### config.mk
export PLATFORM = sky130hd
export DESIGN_NAME = cpu8x_exec
export DESIGN_NICKNAME = d
export VERILOG_FILES = /design/src/rtl/cpu8x_pkg.sv /design/src/rtl/cpu8x_exec.sv
export SDC_FILE = /design/constraint.sdc
export NUM_CORES = 1
export LEC_CHECK = 0
export ABC_AREA = 1
export BUFFER_PORTS_ARGS = -buffer_cell sky130_fd_sc_hd__buf_2
export CORE_MARGIN = 4
export CORE_UTILIZATION = 38
export DETAILED_ROUTE_END_ITERATION = 10
export GPL_ROUTABILITY_DRIVEN = 0
export GPL_TIMING_DRIVEN = 0
export PLACE_DENSITY = 0.64
export SYNTH_ARGS = -nofsm -noshare
export SYNTH_HDL_FRONTEND = slang
export SYNTH_SLANG_ARGS = --single-unit
### constraint.sdc
create_clock -name vclk -period 2.9
set_input_delay 0.145 -clock vclk [all_inputs]
set_output_delay 0.145 -clock vclk [all_outputs]
set_load 0.005 [all_outputs]
### src/rtl/cpu8x_pkg.sv
// cpu8x_pkg: shared types, operation codes and constants of the cpu8 execute unit
// no dependencies
`timescale 1ns / 1ps

package cpu8x_pkg;

	localparam int unsigned DATA_WORDS = 2048;
	localparam int unsigned DMEM_AW = $clog2(DATA_WORDS);
	localparam int unsigned PC_W = 11;

	localparam logic [7:0] CONTROL_RESET = 8'd28;

	// status bits
	localparam int unsigned SR_OVF = 0;
	localparam int unsigned SR_NZ = 2;
	localparam int unsigned SR_Z = 3;

	// control bits
	localparam int unsigned CR_BCZ = 0;
	localparam int unsigned CR_BCNZ = 1;
	localparam int unsigned CR_PAGE_LO = 2;
	localparam int unsigned CR_ADR = 5;

	// mapped register addresses
	localparam logic [PC_W-1:0] ADDR_CONTROL = 11'd4;
	localparam logic [PC_W-1:0] ADDR_STATUS = 11'd5;
	localparam logic [PC_W-1:0] ADDR_STACK = 11'd6;
	localparam logic [PC_W-1:0] ADDR_RESERVED = 11'd7;

	localparam logic [1:0] ERR_NONE = 2'd0;
	localparam logic [1:0] ERR_RESERVED = 2'd1;
	localparam logic [1:0] ERR_STATUS_WR = 2'd2;

	typedef enum logic [3:0] {
		FN_NOP = 4'd0,
		FN_ADD = 4'd1,
		FN_SUB = 4'd2,
		FN_AND = 4'd3,
		FN_OR = 4'd4,
		FN_XOR = 4'd5,
		FN_LOAD = 4'd6,
		FN_STORE = 4'd7,
		FN_JUMP = 4'd8,
		FN_CALL = 4'd9,
		FN_RET = 4'd10,
		FN_SET_BZ = 4'd11,
		FN_SET_BNZ = 4'd12,
		FN_CLR_BR = 4'd13,
		FN_SET_ADR = 4'd14,
		FN_CLR_ADR = 4'd15
	} func_t;

	typedef struct packed {
		logic [3:0] func;
		logic [1:0] src_reg_a;
		logic [1:0] src_reg_b;
		logic [1:0] dest_reg;
		logic use_immediate;
		logic [7:0] immediate;
		logic [PC_W-1:0] address;
		logic [PC_W-1:0] return_pc;
	} op_item_t;

	typedef struct packed {
		logic redirect;
		logic [PC_W-1:0] target_pc;
		logic [1:0] error_code;
		logic [7:0] write_value;
		logic [3:0] status_flags;
	} res_item_t;

	// state update produced by the execute logic at the end of an operation
	typedef struct packed {
		logic reg_we;
		logic [1:0] reg_idx;
		logic [7:0] reg_val;
		logic [7:0] status_next;
		logic [7:0] control_next;
		logic [7:0] sp_next;
		logic mem_we;
		logic [DMEM_AW-1:0] mem_addr;
		logic [7:0] mem_wdata;
	} upd_t;

	// memory accesses issued in the first phase of an operation
	typedef struct packed {
		logic [DMEM_AW-1:0] rd_addr_a;
		logic [DMEM_AW-1:0] rd_addr_b;
		logic push_we;
		logic [DMEM_AW-1:0] push_addr;
		logic [7:0] push_data;
	} issue_t;

endpackage

### src/rtl/cpu8x_exec.sv
// cpu8x_exec: operand select, alu, address generation and next-state logic
// depends on cpu8x_pkg
`timescale 1ns / 1ps

module cpu8x_exec import cpu8x_pkg::*; (
	input  op_item_t op,
	input  logic [7:0] regs [4],
	input  logic [7:0] status,
	input  logic [7:0] control,
	input  logic [7:0] sp,
	input  logic [7:0] mem_a,
	input  logic [7:0] mem_b,
	output issue_t iss,
	output upd_t upd,
	output res_item_t res
);

	logic [7:0] a;
	logic [7:0] b;
	logic [8:0] sum9;
	logic [8:0] diff9;
	logic [7:0] alu8;
	logic ovf;
	logic [DMEM_AW-1:0] daddr;
	logic [DMEM_AW-1:0] sbase;
	logic [7:0] index_add;
	logic [7:0] load_val;
	logic take;
	logic bz;
	logic bnz;

	assign a = regs[op.src_reg_a];
	assign b = op.use_immediate ? op.immediate : regs[op.src_reg_b];
	assign sum9 = {1'b0, a} + {1'b0, b};
	assign diff9 = {1'b0, a} - {1'b0, b};

	assign index_add = control[CR_ADR] ? regs[3] : 8'd0;
	assign daddr = DMEM_AW'({1'b0, op.address} + {4'd0, index_add});
	assign sbase = DMEM_AW'({control[CR_PAGE_LO +: 3], sp});

	assign bz = control[CR_BCZ];
	assign bnz = control[CR_BCNZ];

	always_comb begin
		if (bz && bnz) begin
			take = status[SR_OVF];
		end else if (bz) begin
			take = status[SR_Z];
		end else if (bnz) begin
			take = status[SR_NZ];
		end else begin
			take = 1'b1;
		end
	end

	always_comb begin
		if (op.address < ADDR_CONTROL) begin
			load_val = regs[op.address[1:0]];
		end else if (op.address == ADDR_CONTROL) begin
			load_val = control;
		end else if (op.address == ADDR_STATUS) begin
			load_val = status;
		end else if (op.address == ADDR_STACK) begin
			load_val = sp;
		end else begin
			load_val = mem_a;
		end
	end

	// first phase: reads for load and return, high byte push for call
	always_comb begin
		iss.rd_addr_a = (func_t'(op.func) == FN_RET) ? sbase - DMEM_AW'(2) : daddr;
		iss.rd_addr_b = sbase - DMEM_AW'(1);
		iss.push_we = (func_t'(op.func) == FN_CALL);
		iss.push_addr = sbase;
		iss.push_data = {5'd0, op.return_pc[10:8]};
	end

	always_comb begin
		upd.reg_we = 1'b0;
		upd.reg_idx = op.dest_reg;
		upd.reg_val = 8'd0;
		upd.status_next = status;
		upd.control_next = control;
		upd.sp_next = sp;
		upd.mem_we = 1'b0;
		upd.mem_addr = daddr;
		upd.mem_wdata = regs[op.dest_reg];
		res.redirect = 1'b0;
		res.target_pc = '0;
		res.error_code = ERR_NONE;
		res.write_value = 8'd0;
		alu8 = 8'd0;
		ovf = 1'b0;

		case (func_t'(op.func))
			FN_ADD, FN_SUB: begin
				alu8 = (func_t'(op.func) == FN_ADD) ? sum9[7:0] : diff9[7:0];
				ovf = (func_t'(op.func) == FN_ADD) ? sum9[8] : diff9[8];
				upd.reg_we = 1'b1;
				upd.reg_val = alu8;
				res.write_value = alu8;
				upd.status_next[SR_OVF] = ovf;
				upd.status_next[SR_NZ] = (alu8 != 8'd0);
				upd.status_next[SR_Z] = (alu8 == 8'd0);
			end
			FN_AND, FN_OR, FN_XOR: begin
				case (func_t'(op.func))
					FN_AND: alu8 = a & b;
					FN_OR: alu8 = a | b;
					default: alu8 = a ^ b;
				endcase
				upd.reg_we = 1'b1;
				upd.reg_val = alu8;
				res.write_value = alu8;
				upd.status_next[SR_OVF] = 1'b0;
			end
			FN_LOAD: begin
				if (op.address == ADDR_RESERVED) begin
					res.error_code = ERR_RESERVED;
				end else begin
					upd.reg_we = 1'b1;
					upd.reg_val = load_val;
					res.write_value = load_val;
				end
			end
			FN_STORE: begin
				if (op.address == ADDR_RESERVED) begin
					res.error_code = ERR_RESERVED;
				end else if (op.address == ADDR_STATUS) begin
					res.error_code = ERR_STATUS_WR;
				end else begin
					res.write_value = regs[op.dest_reg];
					if (op.address < ADDR_CONTROL) begin
						upd.reg_we = 1'b1;
						upd.reg_idx = op.address[1:0];
						upd.reg_val = regs[op.dest_reg];
					end else if (op.address == ADDR_CONTROL) begin
						upd.control_next = regs[op.dest_reg];
					end else if (op.address == ADDR_STACK) begin
						upd.sp_next = regs[op.dest_reg];
					end else begin
						upd.mem_we = 1'b1;
					end
				end
			end
			FN_JUMP: begin
				res.redirect = take;
				res.target_pc = take ? op.address : '0;
				upd.status_next[SR_OVF] = 1'b0;
				upd.status_next[SR_NZ] = 1'b0;
				upd.status_next[SR_Z] = 1'b0;
			end
			FN_CALL: begin
				// low byte goes on the stack in the second phase, at commit
				upd.mem_we = 1'b1;
				upd.mem_addr = sbase + DMEM_AW'(1);
				upd.mem_wdata = op.return_pc[7:0];
				res.write_value = op.return_pc[7:0];
				upd.sp_next = sp + 8'd2;
				res.redirect = 1'b1;
				res.target_pc = op.address;
			end
			FN_RET: begin
				upd.sp_next = sp - 8'd2;
				res.redirect = 1'b1;
				res.target_pc = {mem_a[2:0], mem_b};
			end
			FN_SET_BZ: begin
				upd.control_next[CR_BCZ] = 1'b1;
				res.write_value = upd.control_next;
			end
			FN_SET_BNZ: begin
				upd.control_next[CR_BCNZ] = 1'b1;
				res.write_value = upd.control_next;
			end
			FN_CLR_BR: begin
				upd.control_next[CR_BCZ] = 1'b0;
				upd.control_next[CR_BCNZ] = 1'b0;
				res.write_value = upd.control_next;
			end
			FN_SET_ADR: begin
				upd.control_next[CR_ADR] = 1'b1;
				res.write_value = upd.control_next;
			end
			FN_CLR_ADR: begin
				upd.control_next[CR_ADR] = 1'b0;
				res.write_value = upd.control_next;
			end
			default: begin
			end
		endcase

		res.status_flags = upd.status_next[3:0];
	end

endmodule

Word-level counts from Yosys, hierarchy flattened

Index checks and enable logic that the tools add are counted.

Reductions and logical operators: 7
Multiplexer cells: 59
Equal/unequal tests: 19
Bitwise gates (word level): 7
$add $sub $neg: 8
$lt $le $gt $ge: 5

Operator list:

| kind                    | count |
|---|---|
| $mux W8                 | 20 |
| $pmux W8 S10            | 1 |
| $bmux W8 S2             | 4 |
| $mux W11                | 5 |
| $mux W17                | 3 |
| $eq A11 B3 Y1 const B   | 4 |
| $pmux W12 S3            | 1 |
| $eq A4 B4 Y1 const B    | 8 |
| $pmux W8 S4             | 1 |
| $pmux W8 S3             | 1 |
| $mux W19                | 1 |
| $eq A4 B3 Y1 const B    | 4 |
| $pmux W8 S2             | 1 |
| $ge A3 B3 Y1 const B    | 4 |
| $not A2 Y3              | 4 |
| $pmux W1 S3             | 4 |
| $add A11 B1 Y11 const B | 1 |
| $add A11 B8 Y11         | 1 |
| $lt A11 B3 Y1 const B   | 1 |
| $sub A11 B1 Y11 const B | 1 |
| $sub A11 B2 Y11 const B | 1 |
| $add A8 B8 Y9           | 1 |
| $mux W9                 | 1 |
| $sub A8 B8 Y9           | 1 |
| 19 further kinds        | 31 |

Output and inout port bits: 123
Bits in registers: 0
Input port bits: 113

Longest topological paths before layout

Depth after elaboration: 10
Mapped depth: 25

Worst setup path before layout

No wires, ideal clock.

Path kind: input to output
Start: in op[33] (netlist bit)
End: out upd[38] (netlist bit)
Data arrival time: 2.574 ns
Required time: 2.755 ns
Slack: 0.181 ns
Cell stages on the path: 21
Cell sequence: clkbuf_1 > inv_1 > clkbuf_1 > a21oi_1 > o21ai_0 > nand2_1 > nand2_1 > o21ai_0 > inv_1 > fa_1 > nand3_1 > nand3_1 > nand2_1 > nand2_1 > nand2_1 > nand3_1 > nor2_1 > nand3_1 > nand2_1 > inv_1 > buf_4

RTL lines:

| what            | RTL line         | text |
|---|---|---|
| start, declared | cpu8x_exec.sv:6  | `input op_item_t op,` |
| end, declared   | cpu8x_exec.sv:14 | `output upd_t upd,` |

==> insert_results.sql <==
INSERT INTO impl_metrics (metric_group, metric, value, unit) VALUES
('cells_and_area', 'final_cell_mix', '283 x sky130_fd_sc_hd__nand2_1, 230 x sky130_fd_sc_hd__buf_2, 148 x sky130_fd_sc_hd__inv_1', ''),
('hold_path', 'holdPathStages', '2', ''),
('cells_and_area', 'layout.sequential_cells', '0', ''),
('power', 'power.switching_fraction', '61.27', '%'),
('synthesis', 'syn_area_per_cell', '5.082', 'um^2'),
('route', 'drt_first_iter_violations', '749', ''),
('route', 'drt_pre_antenna_iters', '6', ''),
('hold_path', 'worst_hold_startpoint', 'op[10]', ''),
('synthesis', 'synthAdderAreaFrac', '11.37', '%'),
('global_route', 'grt_start_max_net_pins', '16', ''),
('synthesis', 'synth.top_cell.area_share', '19.74', '%'),
('cells_and_area', 'fillers', '1565', ''),
('sta', 'final-hold-violation-count', '0', ''),
('critical_path', 'worst-endpoint-arrival', '2.69', 'ns'),
('cells_and_area', 'drive_above_1_share', '28.11', '%'),
('route', 'detail_route.drc_violations', '0', ''),
('route', 'route.vias.total', '8060', ''),
('floorplanning', 'coreArea', '0.01393', 'mm^2'),
('route', 'avgViaCountPerCell', '5.439', ''),
('sta', 'timing.max_slew.rel_slack', '39.52', '%'),
('synthesis', 'xor_xnor_share_of_the_synthesized_area', '3.866', '%'),
('synthesis', 'syn-instance-count', '1070', ''),
('sta', 'timing_worst_slew_pin_value', '0.9071', 'ns'),
('sta', 'holdWs', '0.4573', 'ns'),
('route', 'wl_per_cell', '16.91', 'um'),
('synthesis', 'yosysSeqAreaShare', '0', '%'),
('critical_path', 'setup.worst_path.start_class', 'input port', ''),
('power', 'net-switching-power', '837.4', 'uW'),
('hold_path', 'worstHoldEndpoint', 'iss[2]', ''),
('route', 'finalWirelength', '25060', 'um'),
('global_route', 'groute.usage.overall', '28.69', '%'),
('sta', 'final.period_utilization', '97.71', '%'),
('outcome', 'run_status', 'finished, final reports clean', ''),
('hold_path', 'min_path_type', 'in2out', ''),
('floorplanning', 'fp.dieH', '127.6', 'um'),
('sta', 'fin_crit', '2.834', 'ns'),
('synthesis', 'synth_cell_types', '50', ''),
('cells_and_area', 'syn2layout_area_growth', '30.79', '%'),
('floorplanning', 'chipWidth', '127.6', 'um'),
('sta', 'fmax', '0.3529', 'GHz'),
('placement', 'placed_cells_incl_taps', '1477', ''),
('placement', 'dp_hpwl', '21040', 'um'),
('synthesis', 'synthesis.area', '0.005438', 'mm^2'),
('critical_path', 'crit_path_max_fanout', '10', ''),
('floorplanning', 'num_io_pins', '236', ''),
('cells_and_area', 'antenna_cells_inserted', '0', ''),
('synthesis', 'synth_area_leaders', 'sky130_fd_sc_hd__nand2_1 20%, sky130_fd_sc_hd__o21ai_0 11%, sky130_fd_sc_hd__inv_1 11%', ''),
('power', 'powerDensity', '192.2', 'mW/mm^2'),
('floorplanning', 'placement_rows', '43', ''),
('synthesis', 'synth.yosys.warnings', '0', ''),
('power', 'portion_of_total_power_attributed_to_the_clock_network', '0', '%'),
('cells_and_area', 'regArea', '0', 'um^2'),
('power', 'cellLeakagePower', '0.004039', 'uW'),
('floorplanning', 'die-area', '0.01629', 'mm^2'),
('cells_and_area', 'finish.net_count', '1464', ''),
('global_route', 'vias_in_the_first_global_route', '7267', ''),
('power', 'peakVddDrop', '0.08942', 'mV'),
('sta', 'number_of_max_slew_violations_in_the_final_report', '0', ''),
('run', 'max_cap_viol_count', '0', ''),
('power', 'combPwrFrac', '100.0', '%'),
('critical_path', 'timing_worst_setup_path_type', 'in2out', ''),
('route', 'antenna_violating_nets_post_route', '0', ''),
('cells_and_area', 'final_cell_utilization_of_the_core', '51.04', '%'),
('cells_and_area', 'mostFrequentLayoutCell', 'sky130_fd_sc_hd__nand2_1', ''),
('placement', 'number_of_port_buffers', '223', ''),
('synthesis', 'dominant_combinational_cell_family_by_area_after_synthesis', 'simple AND/OR/NAND/NOR gates', ''),
('cells_and_area', 'num-clock-buffers', '0', ''),
('floorplanning', 'initial_utilization', '39.02', '%'),
('cells_and_area', 'final_cell_count_no_fill', '1482', ''),
('global_route', 'grt.overflow.total', '0', ''),
('synthesis', 'post_synth_mux_area_share', '0.1841', '%');
[area by class of cell]
type	instances	area, um^2	area share [%]
Multi-Input combinational cell	840	4661	65.53
Timing Repair Buffer	230	1171	16.47
Inverter	177	676.9	9.518
Buffer	55	377.9	5.313
Tap cell	180	225.2	3.167
[per-layer routing]
metal	global-route usage [%]	up-vias	wire [um]
li1	-	3915	-
met1	41.57	3541	10530
met2	45.00	539	10730
met3	3.846	65	3018
met4	6.742	0	784
met5	0	-	0
[cell families after synthesis]
group | after synthesis
fa+ha+maj | 47
buf+inv | 234
simple gates | 496
other cells | 1
mux | 1
compound gates | 267
xor+xnor | 24
[worst max-delay path, stage by stage]
cell and delay, ns:
sky130_fd_sc_hd__buf_4 0.13, sky130_fd_sc_hd__inv_4 0.06, sky130_fd_sc_hd__or2_2 0.29, sky130_fd_sc_hd__a32oi_4 0.23
sky130_fd_sc_hd__inv_1 0.07, sky130_fd_sc_hd__ha_2 0.21, sky130_fd_sc_hd__fa_2 0.41, sky130_fd_sc_hd__nor2_2 0.11
sky130_fd_sc_hd__o21ai_1 0.06, sky130_fd_sc_hd__nand2_1 0.07, sky130_fd_sc_hd__inv_1 0.05, sky130_fd_sc_hd__nor2_2 0.10
sky130_fd_sc_hd__nand3_1 0.11, sky130_fd_sc_hd__nor2_1 0.10, sky130_fd_sc_hd__nand3_1 0.13, sky130_fd_sc_hd__nand2_1 0.11
sky130_fd_sc_hd__inv_1 0.05, sky130_fd_sc_hd__buf_4 0.12, sky130_fd_sc_hd__buf_2 0.11
[cell usage after synthesis, drive strengths merged, types with 12 or more instances]
library cell and count:
ha 43, a21oi 83, buf 39, clkbuf 18
nand3 68, inv 174, o21ai 134, nand4 12
nor2 106, xor2 21, nand2 292
[how the worst max path moves through the flow]
stage          cells after the start       to  startpoint
4_1_cts                           25  upd[39]      op[33]
5_1_grt                           22  upd[38]      op[35]
6_report                          19  upd[38]      op[35]
2_1_floorplan                     21  upd[38]      op[33]
3_3_place_gp                      22  upd[38]      op[33]
3_5_place_dp                      22  upd[38]      op[33]
[power by group through the flow]
stage	Clock [uW]	Combinational [uW]	Sequential (uW)
final	0	1370	0
after global routing	0	1500	0
after CTS	0	1260	0
after detailed placement	0	1230	0
after global placement	0	1230	0
after floorplan	0	728	0
[metrics by stage]
step	total power [uW]	worst slack (ns)	setup TNS (ns)	cell area (um^2)
after floorplan	728.0	0.1813	0	5453
after global placement	1227	-0.5682	-6.830	6794
after detailed placement	1230	-0.5665	-6.931	6794
after CTS	1261	-0.0002374	-0.0004334	6885
after global routing	1495	-0.07769	-0.1278	7112
final	1367	0.06643	0	7112
[what timing repair did]
item | CTS | global route
setup buffers | 0 | 7
pin swaps | 1 | 9
resized for setup | 36 | 56
setup endpoints to repair | 22 | 22
Note: power is estimated with default switching activity, not from simulation.
